--- src/rtl/mocl_pkg.sv ---
// Shared types and the ordered opcode mask/match table for the 68000 opcode
// class and length decoder. No dependencies.
package mocl_pkg;

	localparam int TableLen = 72;
	localparam int IdxW     = 7;
	localparam int WordW    = 16;
	localparam int LenW     = 4;

	typedef enum logic [3:0] {
		K_MOVEB,
		K_MOVEL,
		K_MOVEW,
		K_BRANCH,
		K_IMMED,
		K_BITI,
		K_ONEOP,
		K_SONEOP,
		K_FIXED,
		K_MOVEM,
		K_LINK,
		K_SCC,
		K_QUICK,
		K_DYADIC,
		K_SHIFT
	} kind_t;

	typedef struct packed {
		logic [WordW-1:0] mask;
		logic [WordW-1:0] match;
		kind_t            kind;
	} dec_entry_t;

	// Result of the table search, handed to the length logic.
	typedef struct packed {
		logic            found;
		logic [IdxW-1:0] idx;
		kind_t           kind;
	} dec_hit_t;

	// First matching entry wins: order matters.
	localparam dec_entry_t [0:TableLen-1] DecTable = '{
		'{16'hF000, 16'h1000, K_MOVEB},  '{16'hF000, 16'h2000, K_MOVEL},
		'{16'hF000, 16'h3000, K_MOVEW},  '{16'hF000, 16'h6000, K_BRANCH},
		'{16'hFF00, 16'h0000, K_IMMED},  '{16'hFF00, 16'h0200, K_IMMED},
		'{16'hFF00, 16'h0400, K_IMMED},  '{16'hFF00, 16'h0600, K_IMMED},
		'{16'hFF00, 16'h0A00, K_IMMED},  '{16'hFF00, 16'h0C00, K_IMMED},
		'{16'hF100, 16'h0100, K_BITI},   '{16'hF800, 16'h0800, K_BITI},
		'{16'hFFC0, 16'h40C0, K_ONEOP},  '{16'hFF00, 16'h4000, K_SONEOP},
		'{16'hFF00, 16'h4200, K_SONEOP}, '{16'hFFC0, 16'h44C0, K_ONEOP},
		'{16'hFF00, 16'h4400, K_SONEOP}, '{16'hFFC0, 16'h46C0, K_ONEOP},
		'{16'hFF00, 16'h4600, K_SONEOP}, '{16'hFFC0, 16'h4800, K_ONEOP},
		'{16'hFFF8, 16'h4840, K_FIXED},  '{16'hFFC0, 16'h4840, K_ONEOP},
		'{16'hFFF8, 16'h4880, K_FIXED},  '{16'hFFF8, 16'h48C0, K_FIXED},
		'{16'hFB80, 16'h4880, K_MOVEM},  '{16'hFFC0, 16'h4AC0, K_ONEOP},
		'{16'hFF00, 16'h4A00, K_SONEOP}, '{16'hFFF0, 16'h4E40, K_FIXED},
		'{16'hFFF8, 16'h4E50, K_LINK},   '{16'hFFF8, 16'h4880, K_FIXED},
		'{16'hFFF8, 16'h48C0, K_FIXED},  '{16'hFFF8, 16'h4E58, K_FIXED},
		'{16'hFFF8, 16'h4E60, K_FIXED},  '{16'hFFF8, 16'h4E68, K_FIXED},
		'{16'hFFFF, 16'h4E70, K_FIXED},  '{16'hFFFF, 16'h4E71, K_FIXED},
		'{16'hFFFF, 16'h4E72, K_FIXED},  '{16'hFFFF, 16'h4E73, K_FIXED},
		'{16'hFFFF, 16'h4E75, K_FIXED},  '{16'hFFFF, 16'h4E76, K_FIXED},
		'{16'hFFFF, 16'h4E77, K_FIXED},  '{16'hFFC0, 16'h4E80, K_ONEOP},
		'{16'hFFC0, 16'h4EC0, K_ONEOP},  '{16'hF1C0, 16'h4180, K_ONEOP},
		'{16'hF1C0, 16'h41C0, K_ONEOP},  '{16'hF0C0, 16'h50C0, K_SCC},
		'{16'hF100, 16'h5000, K_QUICK},  '{16'hF100, 16'h5100, K_QUICK},
		'{16'hF000, 16'h7000, K_FIXED},  '{16'hF1C0, 16'h80C0, K_ONEOP},
		'{16'hF1C0, 16'h81C0, K_ONEOP},  '{16'hF1F0, 16'h8100, K_FIXED},
		'{16'hF000, 16'h8000, K_DYADIC}, '{16'hF1C0, 16'h91C0, K_DYADIC},
		'{16'hF130, 16'h9100, K_FIXED},  '{16'hF000, 16'h9000, K_DYADIC},
		'{16'hF1C0, 16'hB1C0, K_DYADIC}, '{16'hF138, 16'hB108, K_FIXED},
		'{16'hF100, 16'hB000, K_DYADIC}, '{16'hF100, 16'hB100, K_DYADIC},
		'{16'hF1C0, 16'hC0C0, K_ONEOP},  '{16'hF1C0, 16'hC1C0, K_ONEOP},
		'{16'hF1F8, 16'hC188, K_FIXED},  '{16'hF1F8, 16'hC148, K_FIXED},
		'{16'hF1F8, 16'hC140, K_FIXED},  '{16'hF1F0, 16'hC100, K_FIXED},
		'{16'hF000, 16'hC000, K_DYADIC}, '{16'hF1C0, 16'hD1C0, K_DYADIC},
		'{16'hF130, 16'hD100, K_FIXED},  '{16'hF000, 16'hD000, K_DYADIC},
		'{16'hF100, 16'hE000, K_SHIFT},  '{16'hF100, 16'hE100, K_SHIFT}
	};

endpackage

--- src/rtl/m68000_opcode_class_and_length.sv ---
// Top level of the 68000 opcode class and length decoder: input register,
// table search, length logic and output register.
// Depends on mocl_pkg, mocl_match and mocl_len.

// Decodes one 16-bit 68000 opcode word per transaction: searches an ordered
// 72-entry mask/match table, reports the first matching entry, whether the
// opcode decoded with a valid size, and the full instruction length in bytes
// (2 to 10) including extension words. Throughput is one transaction per
// clock while the output side takes results. An accepted word passes
// through one input register and then one output register, with the
// table search and length logic between them, and is taken from the
// output register once the output side is ready. Backpressure from the output
// side holds the output register; a new word is still taken while a result
// waits as long as the input register is empty, and otherwise only when the
// input register drains into the output register in the same cycle. No
// match gives matched=0, entry_index=0, length 2; a size code of three in
// the sized classes gives matched=0 with the entry index kept and length 2.
// No configuration, no state beyond the pipeline.
module m68000_opcode_class_and_length (
	input  logic        clk,
	input  logic        arst_n,
	input  logic        s_tvalid,
	output logic        s_tready,
	input  logic [15:0] s_tdata,  // [15:0] opcode_word
	output logic        m_tvalid,
	input  logic        m_tready,
	output logic [15:0] m_tdata,  // [6:0] entry_index, [10:7] length_bytes, [15:11] zero
	output logic        m_tuser   // [0] matched
);

	logic                        v_s1;
	logic [mocl_pkg::WordW-1:0]  word_s1;
	logic                        v_s2;
	logic                        matched_s2;
	logic [mocl_pkg::IdxW-1:0]   idx_s2;
	logic [mocl_pkg::LenW-1:0]   len_s2;

	mocl_pkg::dec_hit_t          hit;
	logic                        matched;
	logic [mocl_pkg::LenW-1:0]   length_bytes;
	logic                        adv_s2;
	logic                        adv_s1;

	// Output register frees up when empty or when its transaction is taken.
	assign adv_s2   = !v_s2 || m_tready;
	// Input register can take a word when it is empty or drains this cycle.
	assign adv_s1   = !v_s1 || adv_s2;
	assign s_tready = adv_s1;

	mocl_match u_match (
		.word (word_s1),
		.hit  (hit)
	);

	mocl_len u_len (
		.word         (word_s1),
		.hit          (hit),
		.matched      (matched),
		.length_bytes (length_bytes)
	);

	// Valid bits: reset clears them.
	always_ff @(posedge clk or negedge arst_n) begin
		if (!arst_n) begin
			v_s1 <= 1'b0;
			v_s2 <= 1'b0;
		end else begin
			if (adv_s1) begin
				v_s1 <= s_tvalid;
			end
			if (adv_s2) begin
				v_s2 <= v_s1;
			end
		end
	end

	// Payload: load on advance, hold otherwise.
	always_ff @(posedge clk) begin
		if (adv_s1 && s_tvalid) begin
			word_s1 <= s_tdata;
		end
		if (adv_s2 && v_s1) begin
			matched_s2 <= matched;
			idx_s2     <= hit.found ? hit.idx : '0;
			len_s2     <= length_bytes;
		end
	end

	assign m_tvalid = v_s2;
	assign m_tuser  = matched_s2;
	assign m_tdata  = {5'd0, len_s2, idx_s2};

endmodule

--- src/rtl/mocl_match.sv ---
// Priority search of the opcode word against the ordered mask/match table.
// Depends on mocl_pkg.
module mocl_match (
	input  logic [mocl_pkg::WordW-1:0] word,
	output mocl_pkg::dec_hit_t         hit
);

	// All compares run in parallel; walk down so the lowest index is kept.
	always_comb begin
		hit.found = 1'b0;
		hit.idx   = '0;
		hit.kind  = mocl_pkg::K_FIXED;
		for (int i = mocl_pkg::TableLen - 1; i >= 0; i--) begin
			if ((word & mocl_pkg::DecTable[i].mask) == mocl_pkg::DecTable[i].match) begin
				hit.found = 1'b1;
				hit.idx   = mocl_pkg::IdxW'(i);
				hit.kind  = mocl_pkg::DecTable[i].kind;
			end
		end
	end

endmodule

--- src/rtl/mocl_len.sv ---
// Instruction length and validity from the decode class and opcode bits.
// Depends on mocl_pkg.
module mocl_len (
	input  logic [mocl_pkg::WordW-1:0] word,
	input  mocl_pkg::dec_hit_t         hit,
	output logic                       matched,
	output logic [mocl_pkg::LenW-1:0]  length_bytes
);

	// Extension bytes of one effective address.
	function automatic logic [2:0] ea_ext(input logic [2:0] mode, input logic [2:0] rg,
		input logic is_long);
		logic [2:0] r;
		r = 3'd0;
		if (mode == 3'd5 || mode == 3'd6) begin
			r = 3'd2;
		end else if (mode == 3'd7) begin
			unique case (rg)
				3'd0, 3'd2, 3'd3: r = 3'd2;
				3'd1:             r = 3'd4;
				3'd4:             r = is_long ? 3'd4 : 3'd2;
				default:          r = 3'd0;
			endcase
		end
		return r;
	endfunction

	logic [1:0] sz;
	logic [2:0] opm;
	logic [2:0] ea_lo_w;
	logic [2:0] ea_lo_l;
	logic [2:0] ea_dst_w;
	logic [2:0] ea_dst_l;
	logic [2:0] ea_dya;
	logic [3:0] ext;
	logic       size_ok;

	assign sz       = word[7:6];
	assign opm      = word[8:6];
	assign ea_lo_w  = ea_ext(word[5:3], word[2:0], 1'b0);
	assign ea_lo_l  = ea_ext(word[5:3], word[2:0], 1'b1);
	assign ea_dst_w = ea_ext(word[8:6], word[11:9], 1'b0);
	assign ea_dst_l = ea_ext(word[8:6], word[11:9], 1'b1);
	assign ea_dya   = (opm == 3'd2 || opm == 3'd6 || opm == 3'd7) ? ea_lo_l : ea_lo_w;

	always_comb begin
		ext     = 4'd0;
		size_ok = 1'b1;
		unique case (hit.kind)
			mocl_pkg::K_MOVEB,
			mocl_pkg::K_MOVEW:  ext = {1'b0, ea_lo_w} + {1'b0, ea_dst_w};
			mocl_pkg::K_MOVEL:  ext = {1'b0, ea_lo_l} + {1'b0, ea_dst_l};
			mocl_pkg::K_BRANCH: ext = (word[7:0] == 8'd0) ? 4'd2 : 4'd0;
			mocl_pkg::K_IMMED: begin
				size_ok = (sz != 2'd3);
				ext     = (sz == 2'd2) ? 4'd4 + {1'b0, ea_lo_l} : 4'd2 + {1'b0, ea_lo_w};
			end
			mocl_pkg::K_BITI:   ext = (word[8] ? 4'd0 : 4'd2) + {1'b0, ea_lo_w};
			mocl_pkg::K_ONEOP,
			mocl_pkg::K_SCC:    ext = {1'b0, ea_lo_w};
			mocl_pkg::K_SONEOP,
			mocl_pkg::K_QUICK: begin
				size_ok = (sz != 2'd3);
				ext     = {1'b0, ea_lo_w};
			end
			mocl_pkg::K_MOVEM:  ext = 4'd2 + {1'b0, ea_lo_w};
			mocl_pkg::K_LINK:   ext = 4'd2;
			mocl_pkg::K_DYADIC: ext = {1'b0, ea_dya};
			mocl_pkg::K_SHIFT:  ext = (sz == 2'd3) ? {1'b0, ea_lo_w} : 4'd0;
			default:            ext = 4'd0;
		endcase
	end

	// No match or a bad size: bare opcode word.
	assign matched      = hit.found && size_ok;
	assign length_bytes = matched ? 4'd2 + ext : 4'd2;

endmodule

--- config.mk ---
export PLATFORM = sky130hd
export DESIGN_NAME = m68000_opcode_class_and_length
export DESIGN_NICKNAME = d
export VERILOG_FILES = /design/src/rtl/mocl_pkg.sv /design/src/rtl/m68000_opcode_class_and_length.sv /design/src/rtl/mocl_match.sv /design/src/rtl/mocl_len.sv
export SDC_FILE = /design/constraint.sdc
export NUM_CORES = 1
export LEC_CHECK = 0
export BUFFER_PORTS_ARGS = -buffer_cell sky130_fd_sc_hd__buf_2
export CAP_MARGIN = 20
export CORE_MARGIN = 3
export CORE_UTILIZATION = 55
export DETAILED_ROUTE_END_ITERATION = 7
export PLACE_DENSITY = 0.86
export SYNTH_ARGS = -nofsm -noshare
export SYNTH_HDL_FRONTEND = slang
export SYNTH_HIERARCHICAL = 1
export SYNTH_SLANG_ARGS = --single-unit
--- constraint.sdc ---
create_clock -name clk -period 6.8 [get_ports clk]
set_clock_uncertainty 0.1 [all_clocks]
set_input_delay 1.36 -clock clk [delete_from_list [all_inputs] [get_ports clk]]
set_output_delay 1.36 -clock clk [all_outputs]
set_load 0.005 [all_outputs]
==> reports/metrics.csv <==
stage;metric;value;unit
cts;number of CTS-inserted buffers;5;
timing;Tightest Pin Transition;904.1;ps
setup_path;crit path max fanout;24;
floorplan;total die area;7148;um^2
setup_path;critical-path cell list;and2_1 > nor2_1 > a311oi_1 > o221ai_1 > a21oi_1 > o32a_1 > and3b_1 > nor2b_1 > mux2i_1 > ha_1 > inv_1 > fa_1 > o22a_1 > o22a_1 > o32ai_1 > a211o_1 > ha_1 > nor3_1 > nor3_2;
cts;CTS Hold Bufs;0;
layout;P&R area growth vs syn;8.260;%
detailed_routing;post-DR vias/cell;7.151;
setup_path;Arrival @ worst endpoint;5400;ps
timing;hold slack;482.3;ps
placement;routability congestion estimate;1.031;
timing;Final Max Slew Viols;0;
cts;CTS tree;yes;
logic_synthesis;Ys Warns;6;
logic_synthesis;Primary FF master, synth;edfxtp_1;
cts;Num Clock Sinks;30;
global_route;first-pass GRT wire length;16.51;mm
floorplan;Row Count;27;
power_and_ir_drop;Peak VDD IR;0.1555;mV
cts;worst-skew pair later-pin latency;290;ps
layout;final core occ;0.6397;
power_and_ir_drop;Leakage;1.323;nW
setup_path;slowest CP cell;edfxtp_1;
run_status;status;finished clean;
detailed_routing;# DRC;0;
layout;ant diodes;0;
floorplan;Top Ports;39;
cts;CTS Root Cell;clkbuf_8;
setup_path;WS Path Type;reg2reg;
floorplan;die span in x;84.55;um
detailed_routing;DR vias;3740;
layout;most frequent cells in the layout;nand2_1 (42), a21oi_1 (36), nor2_1 (35);
floorplan;core area;5743;um^2
placement;DP HPWL;7.609;mm
logic_synthesis;mapped cell area;3393;um^2
hold_path;Hold Crit Class;reg2reg;
layout;layout cells sized above 1;0.1463;
setup_path;CP max stage delay;830;ps
timing;Max-Slew Margin vs Limit;0.3973;
floorplan;DIE HEIGHT;84.55;um
logic_synthesis;#FFs+latches synth;30;
logic_synthesis;Syn Area/Cell;7.801;um^2
timing;Tmin final;5458;ps
job;MaxCap Viol Count;0;
placement;count of buffers from port buffering;33;
global_route;Congestion Overflow GR;0;
global_route;GRT Util Overall;0.2844;
cts;Post-CTS Setup Bufs;0;
detailed_routing;post-route antenna net violation count;0;
setup_path;Worst EP required;6740;ps
floorplan;Starting Density;0.5908;
timing;Final Cycle Share;0.8027;
detailed_routing;DR iter-0 viols;657;
logic_synthesis;asr flop ratio synth;0.06667;
global_route;vias in the first global route;3316;
cts;cts repair resizes;0;
logic_synthesis;Mapped Cells;435;
timing;TNS Setup;0;ps
logic_synthesis;Post-synth EDFFs;28;
setup_path;critical path capture point type;flop;
setup_path;Setup crit start kind;flop;
logic_synthesis;post-synthesis sequential area ratio;0.2625;
global_route;initial antenna violation count;0;
timing;final setup fails;0;
detailed_routing;WL/cell;20.20;um
timing;f_max;183.2;MHz
power_and_ir_drop;Power Dens Cells;177.1;nW/um^2
cts;H-tree Lvls;2;
detailed_routing;DRT Pass-1 Iters;6;
timing;RSZ-0062 raised after global routing;no;
global_route;largest net degree at the start of global routing;29;
cts;Clock transition at path regs;70;ps
layout;fin nets;476;
detailed_routing;Total Routed Length;10.57;mm
timing;Final Hold Fails;0;
cts;Bufs on Longest Clock Path;2;
logic_synthesis;count of cell types in the netlist;88;
layout;commonest non-fill, non-tap cell in the layout;nand2_1;
-- final timing paths --
| kind | from | endpoint | slack [ps] | cells after the start |
|---|---|---|---|---|
| worst max-delay path | word_s1[7] | len_s2[3] | 1340 | 19 |
| worst min-delay path | v_s1 | m_tvalid | 480 | 1 |
| worst max register to register | word_s1[7] | len_s2[3] | 1340 | 19 |
| worst min register to register | v_s1 | m_tvalid | 480 | 1 |
| max in group asynchronous | arst_n | v_s1 | 5760 | 1 |
| min in group asynchronous | arst_n | m_tvalid | 750 | 1 |
-- cell type report --
type,count,area (um^2)
Inverter,16,60.06
Clock inverter,2,60.06
Clock buffer,6,82.58
Tap cell,72,90.09
Timing Repair Buffer,39,210.2
Multi-Input combinational cell,358,2280
Fill cell,483,2069
Sequential cell,30,890.9
-- sequential cells by signal (all words and copies together) (netlist names) --
name,flops
len_s2,4
m_tuser,1
m_tvalid,1
word_s1,16
idx_s2,7
v_s1,1
-- critical path, delay by kind of cell (launching register included) --
family                   cells  cell delay (ps)
AO/OA/AOI/OAI                8             1610
buffers and inverters        1               50
flip-flops                   1              830
adder cells (fa/ha/maj)      3              900
AND/OR/NAND/NOR              6             1500
multiplexers                 1              220
-- metrics by stage --
| step | setup slack [ps] | cells | total power [mW] | cell area [um^2] |
|---|---|---|---|---|
| floorplan | 2021 | 439 | 0.3728 | 3408 |
| global placement | 1644 | 515 | 0.4170 | 3531 |
| detailed placement | 1462 | 515 | 0.4208 | 3531 |
| CTS | 1454 | 523 | 0.6466 | 3674 |
| global route | 899.8 | 523 | 0.6790 | 3674 |
| finish | 1342 | 523 | 0.6504 | 3674 |
-- report_power, final --
group	internal (mW)	switching, mW
Sequential	0.223	0.0301
Combinational	0.0693	0.104
Clock	0.156	0.0681
-- layer usage --
layer  wire length, um  up-vias  global-route usage
met4               242        0             0.07770
met2              4678      315              0.4320
met3              1428       41              0.1001
met1              4217     1698              0.3850
li1                  -     1686                   -
met5                 0        -                   0
-- cell families (layout without fill, tap and decap cells) --
kind of cell	count (synthesis)	count (layout)	share of synthesized area
simple gates	194	194	0.3267
xor+xnor	5	5	0.01291
other cells	2	6	0.002213
buf+inv	51	63	0.07005
flops	30	30	0.2625
fa+ha+maj	6	6	0.02655
mux	2	2	0.006268
compound gates	145	145	0.2928
-- Yosys cell counts (all sizes together), types with 5 or more instances --
cell | number | share of area
inv | 16 | 0.018
a21oi | 36 | 0.053
nand2b | 12 | 0.022
edfxtp | 28 | 0.25
nor2 | 36 | 0.041
nor3b | 5 | 0.011
or2 | 5 | 0.0092
nand2 | 43 | 0.048
nor3 | 14 | 0.024
o21ai | 32 | 0.048
nor2b | 9 | 0.017
nor4 | 6 | 0.011
o22ai | 6 | 0.011
and2 | 14 | 0.027
clkbuf | 18 | 0.020
nand3b | 6 | 0.017
buf | 17 | 0.032
nand3 | 13 | 0.019
a31oi | 10 | 0.018
nand4 | 6 | 0.011
Note: power is estimated with default switching activity, not from simulation.
